--- src/rtat_pkg.sv ---
package rtat_pkg;

    // table geometry
    localparam int TABLE_ENTRIES_DEF = 16;
    localparam int DATA_W            = 64;
    localparam int SLOT_W            = 4;
    localparam int STATUS_W          = 2;

    // stream widths, padded to whole bytes
    localparam int S_TDATA_W = 328;
    localparam int M_TDATA_W = 72;

    // configuration port
    localparam int APB_ADDR_W = 4;
    localparam logic REG_BACKING_SIZE = 1'b0;

    // item kinds carried in s_tuser
    localparam logic ACT_TRANSLATE = 1'b0;
    localparam logic ACT_LOAD      = 1'b1;

    // result codes
    localparam logic [STATUS_W-1:0] ST_OK           = 2'd0;
    localparam logic [STATUS_W-1:0] ST_NO_RANGE     = 2'd1;
    localparam logic [STATUS_W-1:0] ST_PAST_RANGE   = 2'd2;
    localparam logic [STATUS_W-1:0] ST_PAST_BACKING = 2'd3;

    // one table entry
    typedef struct packed {
        logic [DATA_W-1:0] base;
        logic [DATA_W-1:0] size;
        logic [DATA_W-1:0] boff;
    } entry_t;

    // one translate answer
    typedef struct packed {
        logic [STATUS_W-1:0] status;
        logic [DATA_W-1:0]   file_offset;
        logic [SLOT_W-1:0]   range_index;
    } result_t;

endpackage

--- src/rtat_table.sv ---
module rtat_table
    import rtat_pkg::*;
#(
    parameter int ENTRIES = TABLE_ENTRIES_DEF,
    parameter int IDX_W   = 4
)
(
    input  logic             clk,
    input  logic             rst_n,
    input  logic             wr_en,
    input  logic [IDX_W-1:0] wr_addr,
    input  entry_t           wr_data,
    input  logic             rd_en,
    input  logic [IDX_W-1:0] rd_addr,
    output entry_t           rd_data,
    output logic             rd_valid
);

    entry_t                 mem [ENTRIES];
    logic [ENTRIES-1:0]     valid_reg;
    entry_t                 rd_data_reg;
    logic                   rd_valid_reg;

    // entry storage, one write and one registered read per cycle
    always_ff @(posedge clk)
    begin
        if (wr_en)
        begin
            mem[wr_addr] <= wr_data;
        end
        if (rd_en)
        begin
            rd_data_reg <= mem[rd_addr];
        end
    end

    // valid bits, cleared at reset so unwritten entries never qualify
    always_ff @(posedge clk or negedge rst_n)
    begin
        if (!rst_n)
        begin
            valid_reg    <= '0;
            rd_valid_reg <= 1'b0;
        end
        else
        begin
            if (wr_en)
            begin
                valid_reg[wr_addr] <= 1'b1;
            end
            if (rd_en)
            begin
                rd_valid_reg <= valid_reg[rd_addr];
            end
        end
    end

    assign rd_data  = rd_data_reg;
    assign rd_valid = rd_valid_reg;

endmodule

--- src/rtat_ctrl.sv ---
module rtat_ctrl
    import rtat_pkg::*;
#(
    parameter int TABLE_ENTRIES = TABLE_ENTRIES_DEF,
    parameter int IDX_W         = 4
)
(
    input  logic              clk,
    input  logic              rst_n,
    // incoming item
    input  logic              in_valid,
    output logic              in_ready,
    input  logic              in_action,
    input  logic [SLOT_W-1:0] in_index,
    input  entry_t            in_entry,
    input  logic [DATA_W-1:0] in_address,
    input  logic [DATA_W-1:0] in_length,
    input  logic [DATA_W-1:0] backing_size,
    // table access
    output logic              tbl_wr_en,
    output logic [IDX_W-1:0]  tbl_wr_addr,
    output entry_t            tbl_wr_data,
    output logic              tbl_rd_en,
    output logic [IDX_W-1:0]  tbl_rd_addr,
    input  entry_t            tbl_rd_data,
    input  logic              tbl_rd_valid,
    // result hand-off
    input  logic              out_free,
    output logic              res_valid,
    output result_t           res
);

    localparam logic [2:0] S_IDLE  = 3'd0;
    localparam logic [2:0] S_SWEEP = 3'd1;
    localparam logic [2:0] S_LAST  = 3'd2;
    localparam logic [2:0] S_CHK1  = 3'd3;
    localparam logic [2:0] S_CHK2  = 3'd4;
    localparam logic [2:0] S_CHK3  = 3'd5;
    localparam logic [2:0] S_CHK4  = 3'd6;
    localparam logic [2:0] S_DONE  = 3'd7;

    localparam logic [IDX_W-1:0] LAST_IDX = IDX_W'(TABLE_ENTRIES - 1);

    logic [2:0]        state_reg, state_next;
    logic [IDX_W-1:0]  cnt_reg, cnt_next;
    logic              cmp_pend_reg, cmp_pend_next;
    logic [IDX_W-1:0]  cmp_idx_reg, cmp_idx_next;
    logic              found_reg, found_next;
    logic [IDX_W-1:0]  best_idx_reg, best_idx_next;
    entry_t            best_reg, best_next;
    logic [DATA_W-1:0] addr_reg, addr_next;
    logic [DATA_W-1:0] len_reg, len_next;
    logic [DATA_W-1:0] off_reg, off_next;
    logic [DATA_W-1:0] bmb_reg, bmb_next;
    logic              boff_ok_reg, boff_ok_next;
    logic [DATA_W-1:0] foff_reg, foff_next;
    result_t           res_reg, res_next;

    logic              accept;
    logic              take;
    logic [DATA_W-1:0] off_c;
    logic              bad_range;

    assign in_ready = (state_reg == S_IDLE);
    assign accept   = in_valid && in_ready;

    // loads go straight into the table; reads only happen later in the sweep
    assign tbl_wr_en   = accept && (in_action == ACT_LOAD) && (32'(in_index) < TABLE_ENTRIES);
    assign tbl_wr_addr = IDX_W'(in_index);
    assign tbl_wr_data = in_entry;

    assign tbl_rd_en   = (state_reg == S_SWEEP);
    assign tbl_rd_addr = cnt_reg;

    // running best candidate, later index wins a tie on base
    assign take = cmp_pend_reg && tbl_rd_valid && (tbl_rd_data.base <= addr_reg) &&
                  (!found_reg || (tbl_rd_data.base >= best_reg.base));

    // containment check on the chosen entry
    assign off_c     = addr_reg - best_reg.base;
    assign bad_range = (best_reg.size == '0) || (best_reg.size > ~best_reg.base) ||
                       (off_c >= best_reg.size);

    always_comb
    begin
        state_next    = state_reg;
        cnt_next      = cnt_reg;
        cmp_pend_next = (state_reg == S_SWEEP);
        cmp_idx_next  = cnt_reg;
        found_next    = found_reg;
        best_idx_next = best_idx_reg;
        best_next     = best_reg;
        addr_next     = addr_reg;
        len_next      = len_reg;
        off_next      = off_reg;
        bmb_next      = bmb_reg;
        boff_ok_next  = boff_ok_reg;
        foff_next     = foff_reg;
        res_next      = res_reg;
        res_valid     = 1'b0;

        if (take)
        begin
            found_next    = 1'b1;
            best_next     = tbl_rd_data;
            best_idx_next = cmp_idx_reg;
        end

        case (state_reg)
            S_IDLE:
            begin
                if (accept && (in_action == ACT_TRANSLATE))
                begin
                    addr_next  = in_address;
                    len_next   = in_length;
                    cnt_next   = '0;
                    found_next = 1'b0;
                    state_next = S_SWEEP;
                end
            end
            S_SWEEP:
            begin
                cnt_next = cnt_reg + 1'b1;
                if (cnt_reg == LAST_IDX)
                begin
                    cnt_next   = '0;
                    state_next = S_LAST;
                end
            end
            S_LAST:
            begin
                state_next = S_CHK1;
            end
            S_CHK1:
            begin
                off_next = off_c;
                res_next.file_offset = '0;
                res_next.range_index = SLOT_W'(best_idx_reg);
                if (!found_reg)
                begin
                    res_next.status      = ST_NO_RANGE;
                    res_next.range_index = '0;
                    state_next           = S_DONE;
                end
                else if (bad_range)
                begin
                    res_next.status = ST_NO_RANGE;
                    state_next      = S_DONE;
                end
                else
                begin
                    state_next = S_CHK2;
                end
            end
            S_CHK2:
            begin
                boff_ok_next = (best_reg.boff <= backing_size);
                bmb_next     = backing_size - best_reg.boff;
                if (len_reg > (best_reg.size - off_reg))
                begin
                    res_next.status = ST_PAST_RANGE;
                    state_next      = S_DONE;
                end
                else
                begin
                    state_next = S_CHK3;
                end
            end
            S_CHK3:
            begin
                foff_next = best_reg.boff + off_reg;
                if (!boff_ok_reg || (off_reg > bmb_reg))
                begin
                    res_next.status = ST_PAST_BACKING;
                    state_next      = S_DONE;
                end
                else
                begin
                    state_next = S_CHK4;
                end
            end
            S_CHK4:
            begin
                if (len_reg > (backing_size - foff_reg))
                begin
                    res_next.status = ST_PAST_BACKING;
                end
                else
                begin
                    res_next.status      = ST_OK;
                    res_next.file_offset = foff_reg;
                end
                state_next = S_DONE;
            end
            S_DONE:
            begin
                if (out_free)
                begin
                    res_valid  = 1'b1;
                    state_next = S_IDLE;
                end
            end
            default:
            begin
                state_next = S_IDLE;
            end
        endcase
    end

    // control state
    always_ff @(posedge clk or negedge rst_n)
    begin
        if (!rst_n)
        begin
            state_reg    <= S_IDLE;
            cnt_reg      <= '0;
            cmp_pend_reg <= 1'b0;
            found_reg    <= 1'b0;
        end
        else
        begin
            state_reg    <= state_next;
            cnt_reg      <= cnt_next;
            cmp_pend_reg <= cmp_pend_next;
            found_reg    <= found_next;
        end
    end

    // datapath registers
    always_ff @(posedge clk)
    begin
        cmp_idx_reg  <= cmp_idx_next;
        best_idx_reg <= best_idx_next;
        best_reg     <= best_next;
        addr_reg     <= addr_next;
        len_reg      <= len_next;
        off_reg      <= off_next;
        bmb_reg      <= bmb_next;
        boff_ok_reg  <= boff_ok_next;
        foff_reg     <= foff_next;
        res_reg      <= res_next;
    end

    assign res = res_reg;

endmodule

--- src/range_table_address_translator.sv ---
// Range table address translator.
// Input stream s_*: one beat is either a load (s_tuser = 1) that writes one
// table entry, or a translate (s_tuser = 0) that looks up an address and a
// length. Loads give no output beat; each translate gives exactly one.
// Output stream m_*: status in m_tuser, file offset and entry index in m_tdata.
// Config: APB register 0 at byte address 0 is the 64-bit backing size.
// Loads go straight to the table and s_tready stays high. A translate reads
// every table entry once through the single read port of the entry memory,
// then runs up to four checks and stops at the first failing check. The next
// input beat can be taken at the same edge at which the output beat can first
// leave.
// The output beat sits in a register; a new item is accepted while it waits,
// and a finished translate is held inside, with s_tready low, until the
// register frees up.
// Reset clears all valid bits, the backing size and both streams; no
// clearing pass runs, the table is usable right after reset.
module range_table_address_translator
    import rtat_pkg::*;
#(
    parameter int TABLE_ENTRIES = TABLE_ENTRIES_DEF
)
(
    input  logic                  clk,
    input  logic                  rst_n,
    // input stream
    input  logic                  s_tvalid,
    output logic                  s_tready,
    // entry_index[3:0], entry_base, entry_size, entry_file_offset, address,
    // length (64 bits each, from bit 4 up), zero pad
    input  logic [S_TDATA_W-1:0]  s_tdata,
    // action
    input  logic                  s_tuser,
    // output stream
    output logic                  m_tvalid,
    input  logic                  m_tready,
    // file_offset[63:0], range_index[67:64], zero pad
    output logic [M_TDATA_W-1:0]  m_tdata,
    // status
    output logic [STATUS_W-1:0]   m_tuser,
    // configuration
    input  logic                  psel,
    input  logic                  penable,
    input  logic                  pwrite,
    input  logic [APB_ADDR_W-1:0] paddr,
    input  logic [DATA_W-1:0]     pwdata,
    output logic [DATA_W-1:0]     prdata,
    output logic                  pready
);

    localparam int IDX_W = (TABLE_ENTRIES > 1) ? $clog2(TABLE_ENTRIES) : 1;

    logic [DATA_W-1:0] backing_size_reg;
    logic              m_tvalid_reg;
    result_t           out_reg;

    logic [SLOT_W-1:0] in_index;
    entry_t            in_entry;
    logic [DATA_W-1:0] in_address;
    logic [DATA_W-1:0] in_length;

    logic              tbl_wr_en;
    logic [IDX_W-1:0]  tbl_wr_addr;
    entry_t            tbl_wr_data;
    logic              tbl_rd_en;
    logic [IDX_W-1:0]  tbl_rd_addr;
    entry_t            tbl_rd_data;
    logic              tbl_rd_valid;

    logic              out_free;
    logic              res_valid;
    result_t           res;
    logic              cfg_write;

    // unpack the input beat
    assign in_index      = s_tdata[3:0];
    assign in_entry.base = s_tdata[67:4];
    assign in_entry.size = s_tdata[131:68];
    assign in_entry.boff = s_tdata[195:132];
    assign in_address    = s_tdata[259:196];
    assign in_length     = s_tdata[323:260];

    // configuration register
    assign pready    = 1'b1;
    assign cfg_write = psel && penable && pwrite && pready;
    assign prdata    = (paddr[3] == REG_BACKING_SIZE) ? backing_size_reg : '0;

    always_ff @(posedge clk or negedge rst_n)
    begin
        if (!rst_n)
        begin
            backing_size_reg <= '0;
        end
        else if (cfg_write && (paddr[3] == REG_BACKING_SIZE))
        begin
            backing_size_reg <= pwdata;
        end
    end

    rtat_table #(
        .ENTRIES (TABLE_ENTRIES),
        .IDX_W   (IDX_W)
    ) u_table (
        .clk      (clk),
        .rst_n    (rst_n),
        .wr_en    (tbl_wr_en),
        .wr_addr  (tbl_wr_addr),
        .wr_data  (tbl_wr_data),
        .rd_en    (tbl_rd_en),
        .rd_addr  (tbl_rd_addr),
        .rd_data  (tbl_rd_data),
        .rd_valid (tbl_rd_valid)
    );

    rtat_ctrl #(
        .TABLE_ENTRIES (TABLE_ENTRIES),
        .IDX_W         (IDX_W)
    ) u_ctrl (
        .clk          (clk),
        .rst_n        (rst_n),
        .in_valid     (s_tvalid),
        .in_ready     (s_tready),
        .in_action    (s_tuser),
        .in_index     (in_index),
        .in_entry     (in_entry),
        .in_address   (in_address),
        .in_length    (in_length),
        .backing_size (backing_size_reg),
        .tbl_wr_en    (tbl_wr_en),
        .tbl_wr_addr  (tbl_wr_addr),
        .tbl_wr_data  (tbl_wr_data),
        .tbl_rd_en    (tbl_rd_en),
        .tbl_rd_addr  (tbl_rd_addr),
        .tbl_rd_data  (tbl_rd_data),
        .tbl_rd_valid (tbl_rd_valid),
        .out_free     (out_free),
        .res_valid    (res_valid),
        .res          (res)
    );

    // output register
    assign out_free = !m_tvalid_reg || m_tready;

    always_ff @(posedge clk or negedge rst_n)
    begin
        if (!rst_n)
        begin
            m_tvalid_reg <= 1'b0;
        end
        else if (out_free)
        begin
            m_tvalid_reg <= res_valid;
        end
    end

    always_ff @(posedge clk)
    begin
        if (res_valid)
        begin
            out_reg <= res;
        end
    end

    assign m_tvalid = m_tvalid_reg;
    assign m_tuser  = out_reg.status;
    assign m_tdata  = {{(M_TDATA_W - DATA_W - SLOT_W){1'b0}},
                       out_reg.range_index, out_reg.file_offset};

endmodule

--- config.mk ---
export PLATFORM = sky130hd
export DESIGN_NAME = range_table_address_translator
export DESIGN_NICKNAME = d
export VERILOG_FILES = /design/src/rtat_pkg.sv /design/src/rtat_table.sv /design/src/rtat_ctrl.sv /design/src/range_table_address_translator.sv
export SDC_FILE = /design/constraint.sdc
export NUM_CORES = 2
export LEC_CHECK = 0
export BUFFER_PORTS_ARGS = -buffer_cell sky130_fd_sc_hd__buf_2
export CELL_PAD_IN_SITES_DETAIL_PLACEMENT = 1
export CELL_PAD_IN_SITES_GLOBAL_PLACEMENT = 2
export CORE_MARGIN = 3
export CORE_UTILIZATION = 51
export DETAILED_ROUTE_END_ITERATION = 8
export PLACE_DENSITY = 0.85
export SYNTH_ARGS = -nofsm -noshare
export SYNTH_HDL_FRONTEND = slang
export SYNTH_HIERARCHICAL = 1
export SYNTH_SLANG_ARGS = --single-unit
--- constraint.sdc ---
create_clock -name clk -period 39.1 [get_ports clk]
set_input_delay 7.82 -clock clk [delete_from_list [all_inputs] [get_ports clk]]
set_output_delay 7.82 -clock clk [all_outputs]
set_load 0.005 [all_outputs]
==> impl_results.rst <==
.. list-table::
   :header-rows: 1

   * - Metric
     - Value
   * - Post-CTS setup repair buffer count
     - 0
   * - Synth Area in Adders
     - about 5.5%
   * - Min-delay worst type
     - flip-flop to flip-flop
   * - List of cells traversed by the critical path
     - buf_2 -> nor2b_1 -> buf_2
   * - Power share of the combinational group
     - 28.7%
   * - Post-synthesis mux area share
     - roughly an eighth
   * - Number of flip-flops under the largest register name
     - about 3k
   * - Yosys warning count
     - 6
   * - Core Region
     - around 340000 sq um
   * - Post-layout utilization of the core
     - between 50% and 60%
   * - Leak Pwr
     - slightly below 70 nW
   * - Sequential cell fraction of total power
     - approximately two fifths
   * - Type of destination of the critical path
     - output port
   * - Xor/xnor share of the synthesized area
     - approximately 1.5%
   * - TritonCTS clock tree
     - built
   * - Largest net degree at the start of global routing
     - around 140
   * - Cell Rows
     - about 220
   * - Min Clock Period, post-route
     - about 17000 ps
   * - Fraction of post-synthesis cell area in the top cell type by area
     - 66.6%
   * - DRT iter0 DRCs
     - between 10k and 15k
   * - Total internal power
     - a little under 9 mW
   * - Most repeated cell in the gate-level netlist after synthesis
     - edfxtp_1
   * - Number of clock buffers inserted by TritonCTS
     - 399
   * - GRT Resource Usage Total
     - ~30%
   * - DIE WIDTH
     - 595 um
   * - Post-placement cell count
     - between 10k and 15k
   * - Share of the clock period used by the worst path
     - between 40% and 50%
   * - Total overflow reported by the global router
     - 0
   * - Flop and latch count out of synthesis
     - roughly 4.0k
   * - Top delay family on crit path
     - buffers and inverters
   * - Final Hold Fails
     - 0
   * - Commonest cells in the netlist
     - edfxtp_1, mux4_2, ha_1
   * - Fraction of the mapped netlist area in simple logic gates
     - under 10%
   * - Max-Slew Margin vs Limit
     - a little under an eighth
   * - Number of filler cells placed in the layout
     - around 31k
   * - Placement-stage worst setup slack
     - 22230 ps
   * - Area growth syn-to-layout
     - 11.2%
   * - Ranking of synthesized cells by area
     - edfxtp_1, mux4_2, ha_1, a21oi_1, a21o_1
   * - Max FO, Critical Path
     - 65
   * - DP Wirelength
     - between 300 and 400 mm
   * - Count of hold-fix buffers inserted at cts
     - 0
   * - Worst Clk Skew
     - approximately 66 ps
   * - Tot Pwr
     - between 10 and 15 mW
   * - Worst Path Class, Setup
     - input pin to output port
   * - Main flop type after synthesis
     - edfxtp_1
   * - Router iterations before antenna repair
     - 7
   * - Sequential fraction of the synthesis area
     - ~68%
   * - Setup TNS
     - 0 ps
   * - Aggregate routed wire length
     - roughly 540 mm
   * - Clk sink count
     - 4016
   * - First-pass GRT wire length
     - between 700 and 800 mm
   * - Pwr Density
     - between 60 and 70 nW/um^2
   * - Actual transition at the worst max-transition pin
     - approximately 1300 ps
   * - Cell chosen for the clock root
     - clkbuf_16
   * - Maximum clock frequency
     - about 59 MHz
   * - Effective utilization at floorplan
     - 51.3%
   * - Clock latency of the later-clocked register in the worst-skew pair
     - roughly 970 ps
   * - Data arrival time of the critical path
     - a little over 9000 ps
   * - Routed WL per cell
     - 34.4 um
   * - I/O pin count
     - between 500 and 600
   * - Clock transition at path regs
     - around 60 ps
   * - # DRC
     - 0
   * - Post-layout net count
     - roughly 12k
   * - Quantity of I/O buffers inserted on ports
     - ~530
   * - Outcome
     - complete, no violations
   * - Dominant combinational cell family by area after synthesis
     - multiplexers
   * - Number of H-tree branching levels
     - 5
   * - Max Slew Vio Count
     - 0
   * - Weighted congestion reported at the end of routability-driven placement
     - 0.957
   * - Max-capacitance violation count
     - 0
   * - Die ar.
     - 354000 sq um
   * - Number of flops mapped to enable cells by yosys
     - just under 4k
   * - Maximum root-to-sink buffer count
     - 4
   * - PnR worst setup slack
     - 22210 ps
   * - Fraction of synthesis flops using an asynchronous set or reset pin
     - 2.27%
   * - Per-cell via count in the routed design
     - 6.34
   * - Compound-cell area share of the yosys netlist
     - 5.86%
   * - Min Hold Slack
     - 404 ps
   * - Netlist cell types
     - roughly 110
   * - Setup slack on the worst flop-to-flop path
     - ~31000 ps
   * - Final std cell area, no fill
     - 196000 sq um
   * - Number of standard cells after synthesis
     - roughly 10k
   * - Leading area contributor after synthesis
     - edfxtp_1
   * - Floorplan die height
     - 595 um
   * - Initial antenna violation count
     - ~120
   * - Switching share of total power
     - a little under a third
   * - Layout cell share with drive strength beyond 1
     - 20.8%
   * - Cell Area, Synth
     - 177000 sq um
   * - Largest voltage drop on the vdd net
     - ~0.000055 V
   * - Setup violations, final
     - 0
   * - Post-CTS Resized
     - 0
   * - Worst stage delay on the critical path
     - slightly above 800 ps
   * - Post-route ant nets
     - 0
   * - Setup repair after global routing missed its margin
     - false
   * - Critical path's slowest cell
     - buf_2
   * - Switching power
     - approximately 4 mW
   * - Worst path required time
     - roughly 31000 ps
   * - Buffers & Inverters on Critical Path
     - 2
   * - Total area of sequential cells
     - ~120000 sq um
   * - Count of vias placed by the detailed router
     - just under 100k
   * - Startpoint kind of the worst setup timing path
     - input pin
   * - Syn_area_per_cell
     - ~17 sq um
   * - Instance area after placement
     - roughly 180000 sq um
   * - Worst path most repeated cell
     - buf_2
   * - Final std cells w/o fill
     - around 16k
   * - Clock power share
     - 30.1%
   * - Area of the multi-input gates
     - 51200 sq um
   * - Via count of the first global-routing pass
     - around 100k
worst paths after layout:
kind,from,end,depth (start not counted)
setup / recovery,paddr[3],prdata[48],3
hold / removal,u_ctrl/cmp_idx_reg[2],u_ctrl/best_idx_reg[2],0
setup reg to reg,backing_size_reg[26],u_ctrl/res[14],23
hold reg to reg,u_ctrl/cmp_idx_reg[2],u_ctrl/best_idx_reg[2],0
max in group asynchronous,rst_n,u_ctrl/tbl_rd_addr[1],2
min in group asynchronous,rst_n,backing_size_reg[7],1
power by group through the flow:
stage	sequential (mW)	combinational, mW	clock (mW)
5_1_grt	5.36	4.00	4.14
3_5_place_dp	5.43	3.67	0
6_report	5.34	3.73	3.91
3_3_place_gp	5.42	3.55	0
4_1_cts	5.34	3.72	3.97
2_1_floorplan	5.29	2.60	0
cells in the final DEF, fill, tap and decap left out, drive strengths merged, types with 33 or more instances in the layout:
master	synthesis	layout
a211oi	138	138
a21o	334	334
a21oi	521	521
a31oi	33	33
buf	356	668
bufinv	0	47
clkbuf	207	477
clkinv	0	175
dfrtp	91	91
diode	0	54
edfxtp	3921	3921
ha	765	765
inv	534	549
mux2	65	65
mux2i	94	94
mux4	873	873
nand2	247	247
nand2b	66	66
nand3	89	89
nand4	162	162
nor2	283	283
nor2b	227	227
nor3	56	56
nor4	39	39
o211ai	34	34
o21a	58	58
o21ai	248	248
o21bai	52	52
xnor2	187	187
xor2	116	116
cells by family after synthesis:
group                    count (synthesis)
adder cells (fa/ha/maj)                770
AO/OA/AOI/OAI                         1594
buffers and inverters                 1097
XOR/XNOR                               303
other                                    2
AND/OR/NAND/NOR                       1310
multiplexers                          1032
flip-flops                            4016
area by class of cell:
| type | instances | share of cell area, % |
|---|---|---|
| diodes | 54 | 0.0688 |
| clock buffers | 477 | 5.33 |
| clock inverters | 260 | 1.46 |
| inverters | 534 | 1.02 |
| multi-input cells | 5014 | 26.1 |
| flip-flops and latches | 4016 | 61.2 |
| well taps | 4557 | 2.90 |
| repair buffers | 668 | 1.96 |
layer usage:
metal,GRT usage (%),wire length (um),part of all wire [%]
met3,4.96,44700,8.3
met4,10.8,22000,4.1
met2,49.0,258000,48
met5,0,347,0.065
met1,41.3,211000,39
Power figures use the tool's default switching activity.
